==> config.mk <==
export PLATFORM = sky130hd
export DESIGN_NAME = two_way_traffic_light_with_walk_request_top
export DESIGN_NICKNAME = d
export VERILOG_FILES = /design/src/hw/rtl/twl_pkg.sv /design/src/hw/rtl/twl_seq.sv /design/src/hw/rtl/twl_ctrl.sv /design/src/hw/rtl/two_way_traffic_light_with_walk_request_top.sv
export VERILOG_INCLUDE_DIRS = /design/src /design/src/hw/rtl
export SDC_FILE = /design/constraint.sdc
export NUM_CORES = 1
export LEC_CHECK = 0
export BUFFER_PORTS_ARGS = -buffer_cell sky130_fd_sc_hd__buf_4
export CAP_MARGIN = 20
export CORE_AREA = 3 3 181 183
export DETAILED_ROUTE_END_ITERATION = 12
export DIE_AREA = 0 0 184 186
export GPL_ROUTABILITY_DRIVEN = 0
export GPL_TIMING_DRIVEN = 0
export PLACE_DENSITY = 0.51
export SKIP_CTS_REPAIR_TIMING = 1
export SYNTH_ARGS = -nofsm -noshare
export SYNTH_HDL_FRONTEND = slang
export SYNTH_SLANG_ARGS = --single-unit
==> constraint.sdc <==
create_clock -name clk -period 5.1 [get_ports clk]
set_input_delay 1.02 -clock clk [delete_from_list [all_inputs] [get_ports clk]]
set_output_delay 1.02 -clock clk [all_outputs]
set_load 0.03 [all_outputs]
==> src/hw/rtl/two_way_traffic_light_with_walk_request_top_assert.svh <==
// ----------------------------------------------------------------------------
// Assertion macros for the traffic light controller
// Shared helpers that wrap concurrent assertions with the project clock/reset.
// ----------------------------------------------------------------------------
`ifndef TWO_WAY_TRAFFIC_LIGHT_WITH_WALK_REQUEST_TOP_ASSERT_SVH
`define TWO_WAY_TRAFFIC_LIGHT_WITH_WALK_REQUEST_TOP_ASSERT_SVH

// Same-cycle implication, disabled in reset
`define TWL_ASSERT_IMP(name, clk, rst_n, ante, cons) \
    name: assert property (@(posedge clk) disable iff (!rst_n) (ante) |-> (cons)) \
        else $error("traffic light assertion failed");

// Next-cycle implication, disabled in reset
`define TWL_ASSERT_NXT(name, clk, rst_n, ante, cons) \
    name: assert property (@(posedge clk) disable iff (!rst_n) (ante) |=> (cons)) \
        else $error("traffic light assertion failed");

`endif

==> src/hw/rtl/twl_pkg.sv <==
// ----------------------------------------------------------------------------
// twl_pkg
// Types, lamp codes and walk sequence tables of the traffic light controller.
// ----------------------------------------------------------------------------
package twl_pkg;

    // Defaults for the top level parameters
    localparam int CD_SECONDS_DEF = 9;
    localparam int TICK_MS_DEF    = 500;

    // Lamp bits, lowest bit first
    localparam logic [7:0] L_ER = 8'h01;
    localparam logic [7:0] L_EY = 8'h02;
    localparam logic [7:0] L_EG = 8'h04;
    localparam logic [7:0] L_EW = 8'h08;
    localparam logic [7:0] L_NR = 8'h10;
    localparam logic [7:0] L_NY = 8'h20;
    localparam logic [7:0] L_NG = 8'h40;
    localparam logic [7:0] L_NW = 8'h80;

    // Configuration register indexes (word address)
    localparam logic [1:0] REG_GREEN  = 2'd0;
    localparam logic [1:0] REG_YELLOW = 2'd1;
    localparam logic [1:0] REG_RED    = 2'd2;

    // Signal phases
    typedef enum logic [5:0] {
        PH_EG    = 6'b000001,  // EW green, NS red
        PH_EY    = 6'b000010,  // EW yellow, NS red
        PH_RED_A = 6'b000100,  // all red
        PH_NG    = 6'b001000,  // EW red, NS green
        PH_NY    = 6'b010000,  // EW red, NS yellow
        PH_RED_B = 6'b100000   // all red
    } phase_t;

    // Segment durations
    typedef enum logic [2:0] {
        MS_0,
        MS_1000,
        MS_1500,
        MS_2000,
        MS_5000
    } ms_t;

    typedef struct packed {
        logic [7:0] lamps;
        ms_t        ms;
    } pre_seg_t;

    // One decoded walk segment
    typedef struct packed {
        logic       valid;
        logic [7:0] lamp_clr;
        logic [7:0] lamp_set;
        logic [5:0] ticks;
        logic [3:0] secs;
    } seg_t;

    typedef struct packed {
        logic [5:0] green_len;
        logic [5:0] yellow_len;
        logic [5:0] red_len;
    } cfg_t;

    // Phase to table row; unknown codes act as the last all-red phase
    function automatic logic [2:0] ph_idx(input phase_t ph);
        logic [2:0] r;
        unique case (ph)
            PH_EG:    r = 3'd0;
            PH_EY:    r = 3'd1;
            PH_RED_A: r = 3'd2;
            PH_NG:    r = 3'd3;
            PH_NY:    r = 3'd4;
            default:  r = 3'd5;
        endcase
        return r;
    endfunction

    function automatic logic [7:0] phase_lamps(input phase_t ph);
        logic [7:0] r;
        unique case (ph)
            PH_EG:    r = L_EG | L_NR;
            PH_EY:    r = L_EY | L_NR;
            PH_RED_A: r = L_ER | L_NR;
            PH_NG:    r = L_ER | L_NG;
            PH_NY:    r = L_ER | L_NY;
            default:  r = L_ER | L_NR;
        endcase
        return r;
    endfunction

    // Prefix length; br = 0 second road branch, 1 first road branch
    function automatic logic [2:0] pre_len(input logic [2:0] p, input logic br);
        logic [2:0] r;
        case ({p, br})
            4'b000_0: r = 3'd1;
            4'b000_1: r = 3'd2;
            4'b001_0: r = 3'd4;
            4'b001_1: r = 3'd2;
            4'b010_0: r = 3'd3;
            4'b010_1: r = 3'd2;
            4'b011_0: r = 3'd3;
            4'b011_1: r = 3'd1;
            4'b100_0: r = 3'd2;
            4'b100_1: r = 3'd4;
            4'b101_0: r = 3'd2;
            default:  r = 3'd4;
        endcase
        return r;
    endfunction

    // Prefix segment table, keyed by {row, branch, segment}
    function automatic pre_seg_t pre_entry(input logic [2:0] p, input logic br,
                                           input logic [1:0] i);
        pre_seg_t r;
        case ({p, br, i})
            6'b000_0_00: r = '{L_EG | L_NR | L_NW, MS_5000};
            6'b000_1_00: r = '{L_EY | L_NR,        MS_2000};
            6'b000_1_01: r = '{L_ER | L_NG | L_EW, MS_5000};
            6'b001_0_00: r = '{L_EY | L_NR,        MS_1500};
            6'b001_0_01: r = '{L_ER | L_NG | L_NW, MS_2000};
            6'b001_0_10: r = '{L_ER | L_NY | L_NW, MS_2000};
            6'b001_0_11: r = '{L_EG | L_NR | L_NW, MS_0};
            6'b001_1_00: r = '{L_EY | L_NR,        MS_1500};
            6'b001_1_01: r = '{L_ER | L_NG | L_EW, MS_5000};
            6'b010_0_00: r = '{L_ER | L_NG | L_NW, MS_2000};
            6'b010_0_01: r = '{L_ER | L_NY | L_NW, MS_2000};
            6'b010_0_10: r = '{L_EG | L_NR | L_NW, MS_2000};
            6'b010_1_00: r = '{L_ER | L_NR | L_EW, MS_2000};
            6'b010_1_01: r = '{L_ER | L_NG | L_EW, MS_2000};
            6'b011_0_00: r = '{L_ER | L_NG,        MS_2000};
            6'b011_0_01: r = '{L_ER | L_NY,        MS_2000};
            6'b011_0_10: r = '{L_EG | L_NR | L_NW, MS_2000};
            6'b011_1_00: r = '{L_ER | L_NG | L_EW, MS_2000};
            6'b100_0_00: r = '{L_ER | L_NY | L_NW, MS_2000};
            6'b100_0_01: r = '{L_EG | L_NR | L_NW, MS_2000};
            6'b100_1_00: r = '{L_ER | L_NY | L_EW, MS_1000};
            6'b100_1_01: r = '{L_EG | L_NR | L_EW, MS_2000};
            6'b100_1_10: r = '{L_EY | L_NR | L_EW, MS_2000};
            6'b100_1_11: r = '{L_ER | L_NG | L_EW, MS_1000};
            6'b101_0_00: r = '{L_ER | L_NR | L_NW, MS_1000};
            6'b101_0_01: r = '{L_EG | L_NR | L_NW, MS_1000};
            6'b101_1_00: r = '{L_ER | L_NR | L_EW, MS_1000};
            6'b101_1_01: r = '{L_EG | L_NR | L_EW, MS_2000};
            6'b101_1_10: r = '{L_EY | L_NR | L_EW, MS_2000};
            6'b101_1_11: r = '{L_ER | L_NG | L_EW, MS_1000};
            default:     r = '{8'h00, MS_0};
        endcase
        return r;
    endfunction

endpackage

==> src/hw/rtl/twl_seq.sv <==
// ----------------------------------------------------------------------------
// twl_seq
// Walk sequence decoder: lamp change, length and countdown of one segment.
// ----------------------------------------------------------------------------
module twl_seq
    import twl_pkg::*;
#(
    parameter int COUNTDOWN_SECONDS = CD_SECONDS_DEF,
    parameter int TICK_MS           = TICK_MS_DEF
)
(
    input  phase_t     phase,
    input  logic       req_ew,
    input  logic       req_ns,
    input  logic [7:0] idx,
    output seg_t       seg
);

    localparam int NC    = 2 * COUNTDOWN_SECONDS;
    localparam int R1000 = (1000 + TICK_MS / 2) / TICK_MS;
    localparam int R1500 = (1500 + TICK_MS / 2) / TICK_MS;
    localparam int R2000 = (2000 + TICK_MS / 2) / TICK_MS;
    localparam int R5000 = (5000 + TICK_MS / 2) / TICK_MS;
    localparam logic [5:0] T1000 = 6'((R1000 == 0) ? 1 : R1000);
    localparam logic [5:0] T1500 = 6'((R1500 == 0) ? 1 : R1500);
    localparam logic [5:0] T2000 = 6'((R2000 == 0) ? 1 : R2000);
    localparam logic [5:0] T5000 = 6'((R5000 == 0) ? 1 : R5000);

    logic [2:0] row;
    logic       br;
    logic [2:0] np;
    logic [7:0] j;
    logic [7:0] k;
    pre_seg_t   pe;
    logic [7:0] wbit;
    logic [5:0] pre_ticks;

    // Prefix lookup
    always_comb
    begin
        row  = ph_idx(phase);
        br   = ~req_ns;
        np   = pre_len(row, br);
        pe   = pre_entry(row, br, idx[1:0]);
        j    = idx - {5'd0, np};
        k    = j - 8'(NC);
        wbit = req_ew ? L_EW : L_NW;
        case (pe.ms)
            MS_1000: pre_ticks = T1000;
            MS_1500: pre_ticks = T1500;
            MS_2000: pre_ticks = T2000;
            MS_5000: pre_ticks = T5000;
            default: pre_ticks = 6'd0;
        endcase
    end

    // Segment select: prefix, blinking countdown, first-road tail
    always_comb
    begin
        seg = '0;
        if (idx < {5'd0, np})
        begin
            seg.valid    = 1'b1;
            seg.lamp_clr = 8'hFF;
            seg.lamp_set = pe.lamps;
            seg.ticks    = pre_ticks;
        end
        else if (j < 8'(NC))
        begin
            seg.valid    = 1'b1;
            seg.lamp_clr = j[0] ? 8'h00 : wbit;
            seg.lamp_set = j[0] ? wbit : 8'h00;
            seg.ticks    = T1000;
            seg.secs     = 4'(COUNTDOWN_SECONDS) - j[4:1];
        end
        else if (req_ew && (k < 8'd3))
        begin
            seg.valid = 1'b1;
            case (k[1:0])
                2'd0:
                begin
                    seg.ticks = T1000;
                end
                2'd1:
                begin
                    seg.lamp_clr = L_EW | L_NG;
                    seg.lamp_set = L_NY;
                    seg.ticks    = T2000;
                end
                default:
                begin
                    seg.lamp_clr = L_NY;
                    seg.lamp_set = L_NR;
                    seg.ticks    = T2000;
                end
            endcase
        end
    end

endmodule

==> src/hw/rtl/twl_ctrl.sv <==
// ----------------------------------------------------------------------------
// twl_ctrl
// Phase and walk sequencer: advances one tick per accepted request.
// ----------------------------------------------------------------------------
`include "two_way_traffic_light_with_walk_request_top_assert.svh"

module twl_ctrl
    import twl_pkg::*;
#(
    parameter int COUNTDOWN_SECONDS = CD_SECONDS_DEF,
    parameter int TICK_MS           = TICK_MS_DEF
)
(
    input  logic       clk,
    input  logic       rst_n,
    input  logic       accept,
    input  logic       ev_ew,
    input  logic       ev_ns,
    input  cfg_t       cfg,
    output logic [7:0] lamps,
    output logic [3:0] countdown
);

    phase_t     phase_reg, phase_next;
    phase_t     int_phase_reg, int_phase_next;
    logic [5:0] phase_ticks_reg, phase_ticks_next;
    logic [5:0] seg_ticks_reg, seg_ticks_next;
    logic       walk_active_reg, walk_active_next;
    logic [7:0] walk_step_reg, walk_step_next;
    logic       req_ew_reg, req_ew_next;
    logic       req_ns_reg, req_ns_next;
    logic [7:0] lamp_reg, lamp_next;
    logic [3:0] countdown_reg, countdown_next;

    logic       req_ew_new;
    logic       req_ns_new;
    logic       start;
    logic [5:0] tick_inc;
    logic [5:0] limit;
    phase_t     phase_succ;
    phase_t     seq_phase;
    logic [7:0] seg_idx;
    logic [7:0] seg_idx_1;
    seg_t       seg_a;
    seg_t       seg_b;
    logic [7:0] lamp_a;

    // Requests latch only outside a walk
    assign req_ew_new = req_ew_reg | (ev_ew & ~walk_active_reg);
    assign req_ns_new = req_ns_reg | (ev_ns & ~walk_active_reg);
    assign start      = ~walk_active_reg & (req_ew_new | req_ns_new);
    assign tick_inc   = phase_ticks_reg + 6'd1;

    // Segment to enter and the one after it (zero-length chaining)
    assign seq_phase = walk_active_reg ? int_phase_reg : phase_reg;
    assign seg_idx   = walk_active_reg ? (walk_step_reg + 8'd1) : 8'd0;
    assign seg_idx_1 = seg_idx + 8'd1;

    twl_seq #(
        .COUNTDOWN_SECONDS (COUNTDOWN_SECONDS),
        .TICK_MS           (TICK_MS)
    ) u_seq_a (
        .phase  (seq_phase),
        .req_ew (req_ew_new),
        .req_ns (req_ns_new),
        .idx    (seg_idx),
        .seg    (seg_a)
    );

    twl_seq #(
        .COUNTDOWN_SECONDS (COUNTDOWN_SECONDS),
        .TICK_MS           (TICK_MS)
    ) u_seq_b (
        .phase  (seq_phase),
        .req_ew (req_ew_new),
        .req_ns (req_ns_new),
        .idx    (seg_idx_1),
        .seg    (seg_b)
    );

    assign lamp_a = (lamp_reg & ~seg_a.lamp_clr) | seg_a.lamp_set;

    // Phase length and successor
    always_comb
    begin
        unique case (phase_reg) inside
            PH_EG, PH_NG: limit = cfg.green_len;
            PH_EY:        limit = cfg.yellow_len;
            default:      limit = cfg.red_len;
        endcase
        unique case (phase_reg)
            PH_EG:    phase_succ = PH_EY;
            PH_EY:    phase_succ = PH_RED_A;
            PH_RED_A: phase_succ = PH_NG;
            PH_NG:    phase_succ = PH_NY;
            PH_NY:    phase_succ = PH_RED_B;
            default:  phase_succ = PH_EG;
        endcase
    end

    // Next state
    always_comb
    begin
        phase_next       = phase_reg;
        int_phase_next   = int_phase_reg;
        phase_ticks_next = phase_ticks_reg;
        seg_ticks_next   = seg_ticks_reg;
        walk_active_next = walk_active_reg;
        walk_step_next   = walk_step_reg;
        req_ew_next      = req_ew_reg;
        req_ns_next      = req_ns_reg;
        lamp_next        = lamp_reg;
        countdown_next   = countdown_reg;

        if (accept)
        begin
            req_ew_next = req_ew_new;
            req_ns_next = req_ns_new;
            if (walk_active_reg || start)
            begin
                phase_ticks_next = tick_inc;
                if (start)
                begin
                    int_phase_next   = phase_reg;
                    walk_active_next = 1'b1;
                end
                if (start || (tick_inc >= seg_ticks_reg))
                begin
                    phase_ticks_next = 6'd0;
                    if (seg_a.valid && (seg_a.ticks != 6'd0))
                    begin
                        lamp_next      = lamp_a;
                        countdown_next = seg_a.secs;
                        walk_step_next = seg_idx;
                        seg_ticks_next = seg_a.ticks;
                    end
                    else if (seg_a.valid && seg_b.valid)
                    begin
                        lamp_next      = (lamp_a & ~seg_b.lamp_clr) | seg_b.lamp_set;
                        countdown_next = seg_b.secs;
                        walk_step_next = seg_idx_1;
                        seg_ticks_next = seg_b.ticks;
                    end
                    else
                    begin
                        // Sequence done: restart at phase one
                        walk_active_next = 1'b0;
                        walk_step_next   = 8'd0;
                        req_ew_next      = 1'b0;
                        req_ns_next      = 1'b0;
                        countdown_next   = 4'd0;
                        phase_next       = PH_EG;
                        lamp_next        = phase_lamps(PH_EG);
                    end
                end
            end
            else if (phase_ticks_reg >= limit)
            begin
                phase_next       = phase_succ;
                phase_ticks_next = 6'd0;
                lamp_next        = phase_lamps(phase_succ);
            end
            else
            begin
                phase_ticks_next = tick_inc;
            end
        end
    end

    always_ff @(posedge clk or negedge rst_n)
    begin
        if (!rst_n)
        begin
            phase_reg       <= PH_EG;
            int_phase_reg   <= PH_EG;
            phase_ticks_reg <= 6'd0;
            seg_ticks_reg   <= 6'd1;
            walk_active_reg <= 1'b0;
            walk_step_reg   <= 8'd0;
            req_ew_reg      <= 1'b0;
            req_ns_reg      <= 1'b0;
            lamp_reg        <= L_EG | L_NR;
            countdown_reg   <= 4'd0;
        end
        else
        begin
            phase_reg       <= phase_next;
            int_phase_reg   <= int_phase_next;
            phase_ticks_reg <= phase_ticks_next;
            seg_ticks_reg   <= seg_ticks_next;
            walk_active_reg <= walk_active_next;
            walk_step_reg   <= walk_step_next;
            req_ew_reg      <= req_ew_next;
            req_ns_reg      <= req_ns_next;
            lamp_reg        <= lamp_next;
            countdown_reg   <= countdown_next;
        end
    end

    assign lamps     = lamp_reg;
    assign countdown = countdown_reg;

    // Checks
    `TWL_ASSERT_IMP(a_cd_idle, clk, rst_n, !walk_active_reg, countdown_reg == 4'd0)
    `TWL_ASSERT_IMP(a_seg_len, clk, rst_n, walk_active_reg, seg_ticks_reg != 6'd0)
    `TWL_ASSERT_NXT(a_hold, clk, rst_n, !accept, $stable(lamp_reg) && $stable(walk_step_reg))

endmodule

==> src/hw/rtl/two_way_traffic_light_with_walk_request_top.sv <==
// ----------------------------------------------------------------------------
// two_way_traffic_light_with_walk_request_top
// Two-road traffic light controller with pedestrian walk requests.
// ----------------------------------------------------------------------------
// Each stream request is one tick of TICK_MS ms carrying the two walk button
// events; the block returns one result per tick with the lamps and countdown
// shown during that tick. Six phases run for their register value plus one
// tick; a latched walk request plays a fixed sequence, a blinking countdown from
// COUNTDOWN_SECONDS seconds to one and, for a first-road request, a clearing tail.
// Throughput is one tick per clock while m_tready is high: the phase/walk
// sequencer updates in a single pass, a result enters the output register
// in the cycle after its tick is taken, while the next tick can be accepted.
`include "two_way_traffic_light_with_walk_request_top_assert.svh"

module two_way_traffic_light_with_walk_request_top
    import twl_pkg::*;
#(
    parameter int COUNTDOWN_SECONDS = CD_SECONDS_DEF,
    parameter int TICK_MS           = TICK_MS_DEF
)
(
    input  logic        clk,
    input  logic        rst_n,
    // Tick requests
    input  logic        s_tvalid,
    output logic        s_tready,
    input  logic [7:0]  s_tdata,   // [0] button_ew_event, [1] button_ns_event, [7:2] zero
    // Results
    output logic        m_tvalid,
    input  logic        m_tready,
    output logic [15:0] m_tdata,   // [0] ew_red, [1] ew_yellow, [2] ew_green, [3] ew_walk,
                                   // [4] ns_red, [5] ns_yellow, [6] ns_green, [7] ns_walk,
                                   // [11:8] seconds_left, [15:12] zero
    // Configuration
    input  logic        psel,
    input  logic        penable,
    input  logic        pwrite,
    input  logic [3:0]  paddr,
    input  logic [31:0] pwdata,
    output logic [31:0] prdata,
    output logic        pready
);

    cfg_t        cfg_reg;
    logic        cfg_wr;
    logic        accept;
    logic [7:0]  lamps;
    logic [3:0]  countdown;
    logic        m_tvalid_reg, m_tvalid_next;
    logic [15:0] m_tdata_reg;

    // Register port
    assign pready = 1'b1;
    assign cfg_wr = psel & penable & pwrite;

    always_ff @(posedge clk or negedge rst_n)
    begin
        if (!rst_n)
        begin
            cfg_reg.green_len  <= 6'd5;
            cfg_reg.yellow_len <= 6'd3;
            cfg_reg.red_len    <= 6'd5;
        end
        else if (cfg_wr)
        begin
            unique case (paddr[3:2])
                REG_GREEN:  cfg_reg.green_len  <= pwdata[5:0];
                REG_YELLOW: cfg_reg.yellow_len <= pwdata[5:0];
                REG_RED:    cfg_reg.red_len    <= pwdata[5:0];
                default:    ;
            endcase
        end
    end

    always_comb
    begin
        unique case (paddr[3:2])
            REG_GREEN:  prdata = {26'd0, cfg_reg.green_len};
            REG_YELLOW: prdata = {26'd0, cfg_reg.yellow_len};
            REG_RED:    prdata = {26'd0, cfg_reg.red_len};
            default:    prdata = 32'd0;
        endcase
    end

    // Sequencer
    assign s_tready = ~m_tvalid_reg | m_tready;
    assign accept   = s_tvalid & s_tready;

    twl_ctrl #(
        .COUNTDOWN_SECONDS (COUNTDOWN_SECONDS),
        .TICK_MS           (TICK_MS)
    ) u_ctrl (
        .clk       (clk),
        .rst_n     (rst_n),
        .accept    (accept),
        .ev_ew     (s_tdata[0]),
        .ev_ns     (s_tdata[1]),
        .cfg       (cfg_reg),
        .lamps     (lamps),
        .countdown (countdown)
    );

    // Result register
    assign m_tvalid_next = accept | (m_tvalid_reg & ~m_tready);

    always_ff @(posedge clk or negedge rst_n)
    begin
        if (!rst_n)
        begin
            m_tvalid_reg <= 1'b0;
        end
        else
        begin
            m_tvalid_reg <= m_tvalid_next;
        end
    end

    always_ff @(posedge clk)
    begin
        if (accept)
        begin
            m_tdata_reg <= {4'd0, countdown, lamps};
        end
    end

    assign m_tvalid = m_tvalid_reg;
    assign m_tdata  = m_tdata_reg;

    // Checks
    `TWL_ASSERT_NXT(a_out_load, clk, rst_n, s_tvalid && s_tready, m_tvalid)

endmodule
# [Yosys cells after proc, flatten, opt, wreduce, memory -nomap -nowiden]
# Memories as Yosys holds them, arrays and structs flattened.
# Index checks and enable logic that the tools add are counted.
[totals] romBits=1504 word_cells=168 memories=4 input_bits=51 output_inout_bits=51 ff_bits=78
[op_classes] bitwise_logic=22 add_sub_neg=9 n_reduce_logical=22 eq_ne=29 magnitude_cmp=8 muxes=59
[memory_table] memory="(no name shown)" depth=64 width=11 read_ports=1 rd_ports_with_merged_regs=0 write_ports=0 line_no="twl_pkg.sv:116" rtl="case ({p, br, i})"
[memory_table] memory="(no name shown)" depth=64 width=11 read_ports=1 rd_ports_with_merged_regs=0 write_ports=0 line_no="twl_pkg.sv:116"
[memory_table] memory="(no name shown)" depth=16 width=3 read_ports=1 rd_ports_with_merged_regs=0 write_ports=0 line_no="twl_pkg.sv:95" rtl="case ({p, br})"
[memory_table] memory="(no name shown)" depth=16 width=3 read_ports=1 rd_ports_with_merged_regs=0 write_ports=0 line_no="twl_pkg.sv:95"
[ops] op="23-bit 2-to-1 mux" n=6
[ops] op="8-bit 2-to-1 mux" n=13
[ops] op="6-bit 2-to-1 mux" n=11
[ops] op="15-bit one-hot mux with 2 select lines" n=2
[ops] op="4-bit one-hot mux with 4 select lines" n=2
[ops] op="6-bit one-hot mux with 5 select lines" n=1
[ops] op="7-bit one-hot mux with 4 select lines" n=1
[ops] op="4-bit 2-to-1 mux" n=6
[ops] op="6-bit by 1-bit == test with 1-bit output (second input constant)" n=3
[ops] op="6-bit by 2-bit == test with 1-bit output (second input constant)" n=3
[ops] op="6-bit by 4-bit == test with 1-bit output (second input constant)" n=3
[ops] op="6-bit by 5-bit == test with 1-bit output (second input constant)" n=3
[ops] op="6-bit one-hot mux with 3 select lines" n=1
[ops] op="8-bit by 1-bit adder with 8-bit output (second input constant)" n=2
[ops] op="8-bit bitwise AND" n=2
[ops] op="8-bit by 2-bit less-than comparator with 1-bit output (second input constant)" n=2
[ops] op="8-bit by 3-bit less-than comparator with 1-bit output" n=2
[ops] op="8-bit by 5-bit less-than comparator with 1-bit output (second input constant)" n=2
[ops] op="8-bit NOT" n=2
[ops] op="8-bit bitwise OR" n=2
[ops] op="8-bit by 3-bit subtractor with 8-bit output" n=2
[ops] op="8-bit by 5-bit subtractor with 8-bit output (second input constant)" n=2
[ops] op="3-bit one-hot mux with 5 select lines" n=1
[ops] op="3-bit by 2-bit == test with 1-bit output (second input constant)" n=4
[ops] op="25 further kinds" n=71

# [Logic depth before layout (Yosys ltp)]
# An unclocked memory read counts as a cell.
[depth] ltp_word=21 mapped_depth=25 ltp_nobuf=22

# [Cells and area by module]
# A second synthesis with hierarchy kept.
[hier_totals] hier_cells=897 area_unflattened_um2=7484.7
[modules_own_cells] module="twl_ctrl" seq_area_each_um2=1182.4 cells_per_inst=353 area_each_um2=3173.0 n_inst=1
[modules_own_cells] module="two_way_traffic_light_with_walk_request_top" seq_area_each_um2=843.3 cells_per_inst=110 area_each_um2=1505.2 n_inst=1
[modules_own_cells] module="twl_seq (u_ctrl.u_seq_a)" seq_area_each_um2=0.0 cells_per_inst=223 area_each_um2=1422.6 n_inst=1
[modules_own_cells] module="twl_seq (u_ctrl.u_seq_b)" seq_area_each_um2=0.0 cells_per_inst=211 area_each_um2=1383.8 n_inst=1

# [Least setup slack after synthesis]
# Ideal clock, no wire load.
[synth_timing] path_kind="register -> register" from="reg u_ctrl.phase_reg[4]" to="reg u_ctrl.lamp_reg[1], in the netlist u_ctrl.lamps[1]" setup_time_ns=0.087 arrival_ns=5.423 slack_ns=-0.409 n_path_buf=2 required_time_ns=5.013 period_less_slack_ns=5.509 path_stages_with_launch=22 cell_sequence="dfrtp_1 -> buf_2 -> mux2_2 -> o21ba_2 -> and2_1 -> buf_2 -> o21ai_0 -> nor2_1 -> nor2b_1 -> ha_1 -> fa_1 -> xnor2_1 -> xnor2_1 -> ha_1 -> xnor2_1 -> nor2b_1 -> mux2i_1 -> nor4_1 -> nor3_1 -> a221o_1 -> or4_1 -> a211oi_2"
[synth_between] elab_chain_len=20 word_cells_on_any_way=70 cone_classes="4 x add/sub; 7 x order compare; 18 x eq/ne; 22 x mux; 6 x bitwise; 9 x reduce/logical; 4 x memory"
[synth_rtl] item="from (decl)" line_no="twl_ctrl.sv:24" rtl="phase_t phase_reg, phase_next;"
[synth_rtl] item="from (signal assigned)" line_no="twl_ctrl.sv:187" rtl="phase_reg <= phase_next;"
[synth_rtl] item="6-bit 2-to-1 mux" line_no="twl_ctrl.sv:55" rtl="assign seq_phase = walk_active_reg ? int_phase_reg : phase_reg;"
[synth_rtl] item="6-bit by 5-bit == test with 1-bit output (tied with other cells)" line_no="twl_pkg.sv:68" rtl="unique case (ph)"
[synth_rtl] item="3-bit one-hot mux with 5 select lines" line_no="twl_pkg.sv:68"
[synth_rtl] item="memory 16 x 3 bit"
[synth_rtl] item="8-bit by 3-bit subtractor with 8-bit output" line_no="twl_seq.sv:45" rtl="j = idx - {5'd0, np};"
[synth_rtl] item="8-bit by 5-bit subtractor with 8-bit output" line_no="twl_seq.sv:46" rtl="k = j - 8'(NC);"
[synth_rtl] item="8-bit by 2-bit less-than comparator with 1-bit output" line_no="twl_seq.sv:76" rtl="else if (req_ew && (k < 8'd3))"
[synth_rtl] item="1-bit logical AND" line_no="twl_seq.sv:76"
[synth_rtl] item="[4 not listed]"
[synth_rtl] item="8-bit bitwise AND" line_no="twl_ctrl.sv:81" rtl="assign lamp_a = (lamp_reg & ~seg_a.lamp_clr) | seg_a.lamp_set;"
[synth_rtl] item="8-bit bitwise OR" line_no="twl_ctrl.sv:81"
[synth_rtl] item="8-bit bitwise AND" line_no="twl_ctrl.sv:139" rtl="lamp_next = (lamp_a & ~seg_b.lamp_clr) | seg_b.lamp_set;"
[synth_rtl] item="8-bit bitwise OR" line_no="twl_ctrl.sv:139"
[synth_rtl] item="8-bit 2-to-1 mux" line_no="twl_ctrl.sv:137" rtl="else if (seg_a.valid && seg_b.valid)"
[synth_rtl] item="8-bit 2-to-1 mux" line_no="twl_ctrl.sv:130" rtl="if (seg_a.valid && (seg_a.ticks != 6'd0))"
[synth_rtl] item="8-bit 2-to-1 mux" line_no="twl_ctrl.sv:127" rtl="if (start || (tick_inc >= seg_ticks_reg))"
[synth_rtl] item="8-bit 2-to-1 mux" line_no="twl_ctrl.sv:119" rtl="if (walk_active_reg || start)"
[synth_rtl] item="to (signal assigned)" line_no="twl_ctrl.sv:182" rtl="lamp_reg <= L_EG | L_NR;"
[synth_rtl] item="to (signal assigned)" line_no="twl_ctrl.sv:195" rtl="lamp_reg <= lamp_next;"
[synth_rtl] item="to (decl)" line_no="twl_ctrl.sv:32" rtl="logic [7:0] lamp_reg, lamp_next;"
# Several ways; a longest one is shown, not always the timed one. The select of a mux whose other input is x is not followed.
# A chain may end at the register's enable or synchronous reset.

# [Final worst setup path]
[layout_timing] from="reg u_ctrl.walk_active_reg" to="reg u_ctrl.lamp_reg[1], in the netlist u_ctrl.lamps[1]"
[layout_between] elab_chain_len=21 word_cells_on_any_way=68 cone_classes="5 x add/sub; 6 x order compare; 10 x eq/ne; 19 x mux; 14 x bitwise; 10 x reduce/logical; 4 x memory"
[layout_rtl] item="from (decl)" line_no="twl_ctrl.sv:28" rtl="logic walk_active_reg, walk_active_next;"
[layout_rtl] item="from (signal assigned)" line_no="twl_ctrl.sv:191" rtl="walk_active_reg <= walk_active_next;"
[layout_rtl] item="parallel branches: the longest is 21 deep, another holds 8-bit by 3-bit subtractor with 8-bit output"
# Parallel ways; which one is timed is not known. The select of a mux whose other input is x is not followed.

==> impl_metrics.ini <==
[run_status]
result_of_the_run = finished with violations
failed_checks = negative setup slack

[routing]
count_of_vias_placed_by_the_detailed_router = 7347
avgViaCountPerCell = 5.33
route.antenna.remaining_nets = 0
remaining_drc_errors = 0
routed_wl_mm = 25.2
routed_wire_length_per_instance_um = 18.3
dr.first_iter.drc_count = 987
drt_first_pass_iters = 6

[final_layout]
num-fill-cells = 3337
final_net_count = 1047
final_standard_cell_count_with_taps_included_and_fillers_excluded = 1379
diodes = 0
area.growth.synth_to_final_pct = 29.6
number_of_flip_flops_in_the_largest_register = 18
final_layout_size_suffix_gt1_share_pct = 30.2
finish.utilization_pct = 29.5

[critical_path]
start_kind = flop
slowest_stage = or4b_1
r2r-end = u_ctrl.lamps[1]
timing.critical_path.slowest_cell_delay_ns = 0.55
critPathBufInv = 2
worst-endpoint-arrival_ns = 5.59
r2r-start = u_ctrl.walk_active_reg
cp_max_fo = 7
reg2regPathDepth = 21
end_kind = flop
path_delay_family = simple AND/OR/NAND/NOR gates
crit_cells = 21
timing.critical_path.cells = buf_12, or2_4, or2_4, o22a_4, o21ai_4, nor2_4, nor2b_4, ha_4, inv_2, fa_2, xor2_2, xnor2_2, ha_2, xor2_1, nor3b_2, or4b_1, a21oi_2, o22ai_2, a221o_2, or4_4, a211oi_2
critPathRequiredTime_ns = 5.37
critical_path.most_common_cell = or2_4
category_of_the_critical_setup_timing_path = flop to flop
setup.reg_to_reg.worst_slack_ns = -0.22

[global_routing]
number_of_antenna_violations_at_the_first_check_in_global_routing = 0
grt_start_max_net_pins = 65
globalRouteTotalUtil_pct = 14.0
via_count_of_the_first_global_routing_pass = 6577
grt_first_pass_wirelength_mm = 38.2
globalRouteOverflowTotal = 0

[cts]
ctsLongestPathBuffers = 2
cts_tree = built
cts_root_buffer = clkbuf_16
clock_insertion_delay_worst_skew_ns = 0.36
worst_setup_hold_path_clk_slew_ns = 0.07
tritoncts.num_buffers = 9
h-tree-depth = 3
clock-sinks = 76

[hold_path]
hold_path_end = m_tdata[10]
worst_hold_path_type = flop to flop
timing.hold.worst_path_depth = 0
hold_path.startpoint = u_ctrl.countdown[2]

[floorplanning]
fp.dieH_um = 186
fp-row-count = 65
floorplan_core_area_um2 = 31400
initial_core_utilization_pct = 22.8
overall_die_area_um2 = 34200
io-pin-count = 102
die-width_um = 184

[placement]
port-buffer-count = 34
detailed_placement_wirelength_estimate_mm = 18.1
place.detailed.instances = 1325

[logic_synthesis]
postSynthCellCount = 859
post_synth_num_cell_types = 97
seq_area_frac_synth_pct = 27.6
post-synth-top-area-cell = dfrtp_1
synth_ff_type = dfrtp_1
yosys-top-cells-area = dfrtp_1, edfxtp_1, mux2_2
ys_ff_latch = 76
synth_enable_flop_cells = 12
syn_area_per_cell_um2 = 8.32
synth.cell_area_um2 = 7150
synth-async-reset-ratio_pct = 84.2
yosys.area.top_type_share_pct = 18.5
yosysWarningCount = 0

[sta]
setup-violations-final = 13
tns_ns = -0.984
final_max_slew_viol_count = 0
timing.final.hold_violations = 0
fin_worst_hold_slack_ns = 0.448
slew_headroom_pct = 28.1
fmax_mhz = 188
finalWorstPathRequiredPeriod_ns = 5.32
max_slew.worst_pin.slew_ns = 1.07
worst_clock_skew_ns = 0.0171
timing.final.crit_share_pct = 104
grt_setup_unrepaired = true
fin_ws_ns = -0.219

[flow_run]
drv.max_cap_violation_count = 0
==> worst max path at each step <==
stage,startpoint,to,slack [ns]
4_1_cts,u_ctrl.int_phase_reg[1],u_ctrl.lamps[3],-1.34
6_report,u_ctrl.walk_active_reg,u_ctrl.lamps[1],-0.22
3_3_place_gp,u_ctrl.walk_active_reg,u_ctrl.lamps[3],-1.34
2_1_floorplan,u_ctrl.walk_active_reg,u_ctrl.lamps[1],0.01
3_5_place_dp,u_ctrl.phase_reg[3],u_ctrl.walk_step_reg[0],-1.28
5_1_grt,u_ctrl.walk_active_reg,u_ctrl.lamps[1],-0.37
==> worst reg2reg max path, stage by stage (launching register included) <==
cell	delay [ns]
dfrtp_2	0.47
buf_12	0.17
or2_4	0.26
or2_4	0.26
o22a_4	0.26
o21ai_4	0.10
nor2_4	0.07
nor2b_4	0.15
ha_4	0.14
inv_2	0.04
fa_2	0.37
xor2_2	0.17
xnor2_2	0.24
ha_2	0.27
xor2_1	0.08
nor3b_2	0.17
or4b_1	0.55
a21oi_2	0.15
o22ai_2	0.12
a221o_2	0.46
or4_4	0.54
a211oi_2	0.19
==> synth_stat cells, types with 11 or more instances <==
cell / number
o31ai_1: 19
a31oi_1: 13
ha_1: 22
mux2i_1: 14
buf_4: 31
inv_1: 26
a21oi_1: 66
o21ai_0: 58
clkbuf_1: 31
nand3_1: 21
dfrtp_1: 53
nand2_1: 80
mux2_2: 30
dfstp_2: 11
edfxtp_1: 12
o211ai_1: 11
buf_2: 11
nand4_1: 12
nand2b_1: 15
xnor2_1: 21
nor3_1: 21
nor2_1: 70
==> placed cells by master (no fill, tap or decap), types with 15 or more instances in the layout <==
master / Yosys / layout
buf_4: 31 / 101
nand3_1: 21 / 20
nor3_1: 21 / 20
o21ai_0: 58 / 51
dfrtp_1: 53 / 50
mux2_2: 30 / 29
conb_1: 2 / 31
xnor2_1: 21 / 15
a21oi_1: 66 / 61
inv_1: 26 / 22
nand2_1: 80 / 73
nor2_1: 70 / 65
ha_1: 22 / 17
clkbuf_1: 31 / 18
o31ai_1: 19 / 18
==> cells by family (layout without fill, tap and decap cells) <==
logic type	count (synthesis)	in the layout	synth area share (%)
compound gates	286	286	28.4
simple gates	284	284	20.1
buf+inv	107	196	7.65
flops	76	76	27.6
mux	47	47	7.40
xor+xnor	30	30	3.78
fa+ha+maj	27	27	4.92
other cells	2	31	0.105
==> per-stage QoR <==
step                      setup WS [ns]  area [um^2]
after floorplan                  0.0140         7350
after global placement            -1.34         8110
after detailed placement          -1.28         8120
after CTS                         -1.34         8440
after global routing             -0.369         9270
final                            -0.219         9270
==> metal layers <==
metal / vias to the layer above / track usage, % / part of all wire, %
met3: 40 / 2.54 / 7.7
met5: - / 0 / 0
li1: 3398 / - / -
met2: 363 / 22.1 / 45
met4: 0 / 3.39 / 2.1
met1: 3546 / 19.9 / 45
==> area by class of cell <==
class                           instances  area [um^2]  area share (%)
Clock inverter                          5         63.8           0.689
Inverter                               29          119            1.28
Clock buffer                           11          264            2.85
Tap cell                              402          503            5.43
Multi-Input combinational cell        705         5230            56.4
Timing Repair Buffer                   76          609            6.58
Buffer                                 75          498            5.37
Sequential cell                        76         1980            21.4
Power is left out: the tool's default activity adds up to more than one toggle a clock period on the data nets, which glitch-free logic cannot reach.
